==> config.mk <==
export PLATFORM = sky130hd
export DESIGN_NAME = crcd_step
export DESIGN_NICKNAME = d
export VERILOG_FILES = /design/src/hw/rtl/clap_rhythm_command_decoder_defines.svh /design/src/hw/rtl/crcd_pkg.sv /design/src/hw/rtl/crcd_step.sv
export SDC_FILE = /design/constraint.sdc
export NUM_CORES = 1
export LEC_CHECK = 0
export BUFFER_PORTS_ARGS = -buffer_cell sky130_fd_sc_hd__buf_2
export CORE_MARGIN = 1
export CORE_UTILIZATION = 51
export DETAILED_ROUTE_END_ITERATION = 16
export GPL_TIMING_DRIVEN = 1
export PLACE_DENSITY_LB_ADDON = 0.1
export RECOVER_POWER = 100
export SLEW_MARGIN = 25
export SYNTH_ARGS = -nofsm -noshare
export SYNTH_HDL_FRONTEND = slang
export SYNTH_SLANG_ARGS = --single-unit
==> constraint.sdc <==
create_clock -name vclk -period 10.09
set_input_delay 3.027 -clock vclk [all_inputs]
set_output_delay 3.027 -clock vclk [all_outputs]
set_load 0.03 [all_outputs]
==> src/hw/rtl/clap_rhythm_command_decoder_defines.svh <==
// assertion macros for the clap rhythm command decoder
`ifndef CLAP_RHYTHM_COMMAND_DECODER_DEFINES_SVH
`define CLAP_RHYTHM_COMMAND_DECODER_DEFINES_SVH

`ifndef SYNTHESIS

// same-cycle implication
`define CRCD_ASSERT_NOW(label, clk, rst_n, ante, cons, msg) \
  label: assert property (@(posedge clk) disable iff (!rst_n) (ante) |-> (cons)) \
    else $error(msg);

// next-cycle implication
`define CRCD_ASSERT_NEXT(label, clk, rst_n, ante, cons, msg) \
  label: assert property (@(posedge clk) disable iff (!rst_n) (ante) |=> (cons)) \
    else $error(msg);

`else

`define CRCD_ASSERT_NOW(label, clk, rst_n, ante, cons, msg)
`define CRCD_ASSERT_NEXT(label, clk, rst_n, ante, cons, msg)

`endif

`endif

==> src/hw/rtl/crcd_pkg.sv <==
// shared types and constants of the clap rhythm command decoder
package crcd_pkg;

  localparam int SLOT_MS_W   = 10;
  localparam int INTERVAL_W  = 16;
  localparam int AGE_W       = 13;
  localparam int MASK_W      = 5;
  localparam int POS_W       = 3;
  localparam int CMD_W       = 3;

  localparam logic [SLOT_MS_W-1:0] SLOT_MS_RESET = 10'd200;

  typedef enum logic [1:0] {
    OP_CLAP  = 2'd0,
    OP_TICK  = 2'd1,
    OP_QUERY = 2'd2
  } op_t;

  typedef enum logic [CMD_W-1:0] {
    CMD_NONE     = 3'd0,
    CMD_POWER    = 3'd1,
    CMD_VOL_UP   = 3'd2,
    CMD_VOL_DOWN = 3'd3,
    CMD_CH_UP    = 3'd4,
    CMD_CH_DOWN  = 3'd5
  } cmd_t;

  // rhythm window state
  typedef struct packed {
    logic [MASK_W-1:0] mask;
    logic [POS_W-1:0]  position;
    logic [AGE_W-1:0]  age;
    cmd_t              prev;
  } win_state_t;

  typedef struct packed {
    cmd_t command;
    logic recognized;
  } result_t;

  localparam win_state_t WIN_STATE_RESET = '{
    mask: '0, position: '0, age: '0, prev: CMD_NONE
  };

endpackage

==> src/hw/rtl/crcd_step.sv <==
// next window state and result for one word
module crcd_step import crcd_pkg::*; (
  input  win_state_t            st,
  input  logic [1:0]            opcode,
  input  logic [INTERVAL_W-1:0] interval_ms,
  input  logic [SLOT_MS_W-1:0]  slot_ms,
  output win_state_t            st_nxt,
  output result_t               res
);

  logic [SLOT_MS_W:0]   lim2;
  logic [SLOT_MS_W+1:0] lim3;
  logic [AGE_W-1:0]     lim5;
  logic [2:0]           step;
  logic [POS_W:0]       pos_sum;
  logic                 aged;
  cmd_t                 matched;

  // slot multiples by shift and add
  assign lim2 = {slot_ms, 1'b0};
  assign lim3 = {1'b0, lim2} + {2'b0, slot_ms};
  assign lim5 = {1'b0, slot_ms, 2'b0} + {3'b0, slot_ms};

  // interval quantisation
  always_comb begin
    if (interval_ms <= {6'b0, slot_ms}) begin
      step = 3'd1;
    end else if (interval_ms <= {5'b0, lim2}) begin
      step = 3'd2;
    end else if (interval_ms <= {4'b0, lim3}) begin
      step = 3'd3;
    end else begin
      step = 3'd4;
    end
  end

  assign pos_sum = {1'b0, st.position} + {1'b0, step};
  assign aged    = (st.age >= lim5);

  // fixed rhythm table, bit i is slot i
  always_comb begin
    case (st.mask)
      5'h15:          matched = CMD_POWER;
      5'h0B, 5'h13:   matched = CMD_VOL_UP;
      5'h19, 5'h0D:   matched = CMD_VOL_DOWN;
      5'h11:          matched = CMD_CH_UP;
      5'h05, 5'h09:   matched = CMD_CH_DOWN;
      default:        matched = CMD_NONE;
    endcase
  end

  // state update and result
  always_comb begin
    st_nxt         = st;
    res.command    = CMD_NONE;
    res.recognized = 1'b0;
    case (op_t'(opcode))
      OP_CLAP: begin
        if ((interval_ms > {3'b0, lim5}) || (pos_sum >= 4'd5)) begin
          st_nxt.mask     = 5'b00001;
          st_nxt.position = '0;
          st_nxt.age      = '0;
        end else begin
          st_nxt.position = pos_sum[POS_W-1:0];
          st_nxt.mask     = st.mask | (MASK_W'(1) << pos_sum[POS_W-1:0]);
        end
      end
      OP_TICK: begin
        if (!aged) begin
          st_nxt.age = st.age + AGE_W'(1);
        end
      end
      OP_QUERY: begin
        if ((st.mask != '0) && aged) begin
          if ((st.mask == 5'b00001) && (st.prev != CMD_NONE)) begin
            st_nxt.mask     = '0;
            st_nxt.position = '0;
            st_nxt.age      = '0;
            res.command     = st.prev;
            res.recognized  = 1'b1;
          end else if (matched != CMD_NONE) begin
            st_nxt.mask     = '0;
            st_nxt.position = '0;
            st_nxt.age      = '0;
            st_nxt.prev     = (matched == CMD_POWER) ? CMD_NONE : matched;
            res.command     = matched;
            res.recognized  = 1'b1;
          end else begin
            st_nxt.prev = CMD_NONE;
          end
        end
      end
      default: begin
        st_nxt = st;
      end
    endcase
  end

endmodule
### Word-level counts from Yosys, hierarchy flattened

Memory sizes are Yosys's and may differ from the RTL's.
Cells that the tools add are included.

| storage, ports and cells | value |
|---|---|
| flip-flop bits (word level) | 0 |
| memory bits (read-only) | 96 |
| bits of input ports | 52 |
| output and inout port bits | 28 |
| word-level logic and storage cells | 43 |
| memories kept | 1 |

Memories:

| memory | words | bits a word | rd ports | clocked after memory_dff | write ports | RTL line | text |
|---|---|---|---|---|---|---|---|
| (name not given) | 32 | 3 | 1 | 0 | 0 | crcd_step.sv:42 | `case (st.mask)` |

| cells by class | value |
|---|---|
| add/sub/neg operators | 4 |
| order comparisons | 6 |
| equal/unequal tests | 4 |
| shifts and indexed selects | 1 |
| muxes and demuxes | 19 |
| bitwise logic cells | 1 |
| reduce and logical (&&, ||, !) cells | 7 |

Operators with widths:

| operator | number |
|---|---|
| $mux 21 | 2 |
| $pmux 13 s3 | 1 |
| $mux 13 | 2 |
| $mux 24 | 1 |
| $mux 3 | 7 |
| $gt 16x13->1 | 1 |
| $le 16x10->1 | 1 |
| $le 16x11->1 | 1 |
| $le 16x12->1 | 1 |
| $mux 4 | 4 |
| $pmux 8 s2 | 1 |
| $add 12x10->13 | 1 |
| $add 13x1->13 const B | 1 |
| $ge 13x13->1 | 1 |
| $add 11x10->12 | 1 |
| $mux 8 | 1 |
| $reduce_bool 3->1 | 2 |
| $eq 5x1->1 const B | 1 |
| $or 5x5->5 | 1 |
| $reduce_bool 5->1 | 1 |
| $shl 1x3->5 const A | 1 |
| $add 3x3->4 | 1 |
| $ge 4x3->1 const B | 1 |
| $eq 3x1->1 const B | 1 |
| other kinds (5) | 6 |

### Longest topological paths before layout

| logic depth | value |
|---|---|
| depth in word-level cells | 10 |
| depth in mapped cells | 26 |
| mapped depth without buffers | 26 |

### Worst setup path after synthesis

No wires, ideal clock.

| timing | value |
|---|---|
| path type | input -> output |
| start | input slot_ms[0] |
| end | output st_nxt[17] (netlist name) |
| data arrival time | 7.625 ns |
| required time | 7.063 ns |
| setup slack | -0.562 ns |
| stages | 26 |
| buffers on the path | 0 |
| cell sequence | ha_1 inv_1 fa_1 nor2b_1 o21ai_0 a21oi_1 o21ai_0 a21oi_1 xor2_1 ha_1 nand4_1 nor2_1 o21ai_0 o21ai_0 o221ai_1 nor2b_1 o21a_1 ha_1 fa_1 xnor2_1 o22ai_1 nor2_1 o31ai_4 nor2_4 inv_1 o21ai_0 |

RTL lines:

| element | RTL line | text |
|---|---|---|
| from (decl) | crcd_step.sv:6 | `input logic [SLOT_MS_W-1:0] slot_ms,` |
| to (decl) | crcd_step.sv:7 | `output win_state_t st_nxt,` |

==> metrics <==
buffers and inverters on the worst path=4; core area=0.00551 mm²; largest net degree at the start of global routing=24; failing checks=negative setup slack; DR WL/cell=15.9 µm; Switch Pwr=149 µW; overall power=271 µW; Reg power frac=0%; PwrDens=63.3 mW/mm²; gr usage total=31.2%; ranking of synthesized cells by area=ha_1, a21oi_1, o21ai_0; fin area=0.00427 mm²; Final period util=104%; min-delay worst type=input pin to output pin; FMAX=0.0951 GHz; CP Depth=24; Mapped Avg Cell Area=7.27 µm²; clkbuf count=0; FF+latch area=0 µm²; sequential cells=0; Die Ht=77.5 µm; Seq/Total Area, Yosys=0%; row cnt=27; Worst EP required=7060 ps; post-route ant nets=0; via count=3618; via density per instance=6.05; crit path kind=input pin to output pin; layout cells sized above 1=38.4%; critical-path maximum fanout=4; leak pwr=2.00 nW; port buffer count=80; cells after synthesis=400; Critical Path Max Stage Delay=470 ps; full die area=0.00601 mm²; MaxCap Viol Count=0; PnR worst setup slack=-421 ps; nets=660; Place WS=-700 ps; Synth Cell Area=0.00291 mm²; syn_nets=532; Setup crit end=st_nxt[23]; internal power=122 µW; setup violators final=21; status=complete, but fails checks; initial core utilization=52.8%; initial antenna violation count=0; switch share=55.1%; dpl hpwl=7590 µm; first-pass GRT wire length=15600 µm; Layout area overhead=46.8%; vias in the first global route=3560; crit-path leading delay family=compound AO/OA/AOI/OAI gates; actual slew at the worst max-slew pin=634 ps; GPL Wtd Cong=0.862; Fin. Hold Viols=0; antenna cell count=0; Slew Limit Fails=0; CP Data Arrival Time=7480 ps; Comb pwr share=100.0%; drc violations=0; DR pass1 iterations=4; YS warnings=0; CTS Hold Bufs=0; DIE WIDTH=77.5 µm; slowest stage cell on the critical path=fa_2; share of the synthesized area in the top cell type=33.1%; Finished Core Util=77.6%; Critical Path End Type=output pin; clock group share of total power=0%; Routed WL=9490 µm; Peak VDD IR=0.0374 mV; post-synth top area cell=ha_1; RSZ-0062 raised after global routing=true; max_slew headroom=57.4%; critical path launch point type=input pin; critical path startpoint=slot_ms[1]; initial drt markers=118; min Tclk post-route=10510 ps; critical path cell sequence=buf_8 > ha_4 > a21o_1 > a21oi_4 > o22ai_2 > or4_4 > a31oi_4 > o21bai_2 > xnor2_1 > ha_1 > o21a_1 > o221ai_2 > nor2b_1 > o21a_1 > ha_2 > fa_2 > nor2_4 > o22ai_2 > nor2_2 > o31ai_4 > buf_4 > buf_4 > o31ai_4 > buf_6; Top Ports=80; placed cell areas=0.00386 mm²; Yosys cell types=53; GRT Residual Overflow=0; Min Hold Slack=6400 ps
routing by layer:
layer	up-vias	track usage, %	part of all wire (%)
li1	1789	-	-
met1	1683	35.6	41
met2	122	60.8	53
met3	24	1.65	3.7
met4	0	10.0	3.0
met5	-	0	0
cell families after synthesis:
group / share of synthesized area (%)
compound gates: 31.3
xor+xnor: 5.72
fa+ha+maj: 35.2
buf+inv: 4.56
simple gates: 23.3
placed cells by master (no fill, tap or decap), drive strengths merged, types with 3 or more instances in the layout:
| master | n |
|---|---|
| buf | 132 |
| ha | 77 |
| a21oi | 33 |
| nand2 | 31 |
| o21ai | 30 |
| nor2 | 27 |
| inv | 26 |
| nor3 | 16 |
| nand3 | 14 |
| nand4 | 11 |
| nor2b | 10 |
| xnor2 | 10 |
| xor2 | 9 |
| o21a | 9 |
| a21o | 8 |
| a31oi | 7 |
| or2 | 6 |
| a211oi | 5 |
| o22ai | 5 |
| o31ai | 5 |
| o211ai | 4 |
| nand2b | 4 |
| o21bai | 4 |
| nor4 | 4 |
| a32o | 4 |
| and3 | 3 |
| or3 | 3 |
| a22o | 3 |
| o221ai | 3 |
| fa | 3 |
per-stage QoR:
stage,std cells,setup TNS [ps]
global route,598,-12710
CTS,596,-7700
global placement,587,-8500
finish,598,-7370
detailed placement,587,-12290
floorplan,400,-234
cell usage after synthesis (7+ instances only):
cell type / count
o21a_1: 9
xor2_1: 9
a31oi_1: 7
nor2_1: 26
ha_1: 77
nor3_1: 16
nor2b_1: 10
a21oi_1: 33
nand3_1: 14
o21ai_0: 29
inv_1: 26
xnor2_1: 10
nand4_1: 11
a21o_1: 8
nand2_1: 31
power by group through the flow:
stage | Clock (mW) | Combinational (mW) | Sequential, mW
after floorplan | 0 | 0.156 | 0
after global placement | 0 | 0.227 | 0
after detailed placement | 0 | 0.235 | 0
after CTS | 0 | 0.255 | 0
after global routing | 0 | 0.297 | 0
final | 0 | 0.271 | 0
area by class of cell:
cell class | count | area [µm²]
inverter | 27 | 104
multi-input combinational | 366 | 3140
fill | 446 | 1230
tap | 72 | 90.1
timing repair buffer | 133 | 942
how the worst min path moves through the flow:
stage                           end   from  cells past startpoint  slack (ps)
after floorplan           st_nxt[8]  st[8]                      1        6160
after global placement    st_nxt[8]  st[8]                      3        6400
after detailed placement  st_nxt[8]  st[8]                      3        6420
after CTS                 st_nxt[8]  st[8]                      3        6400
after global routing      st_nxt[8]  st[8]                      3        6410
final                     st_nxt[8]  st[8]                      3        6400
repair_timing:
action,in CTS,in global routing
pin swaps,28,14
buffers inserted,11,2
gates resized for setup,65,25
cloned,0,0
endpoints found under the setup margin,21,25
No activity file was read; power rests on OpenSTA's default activity.
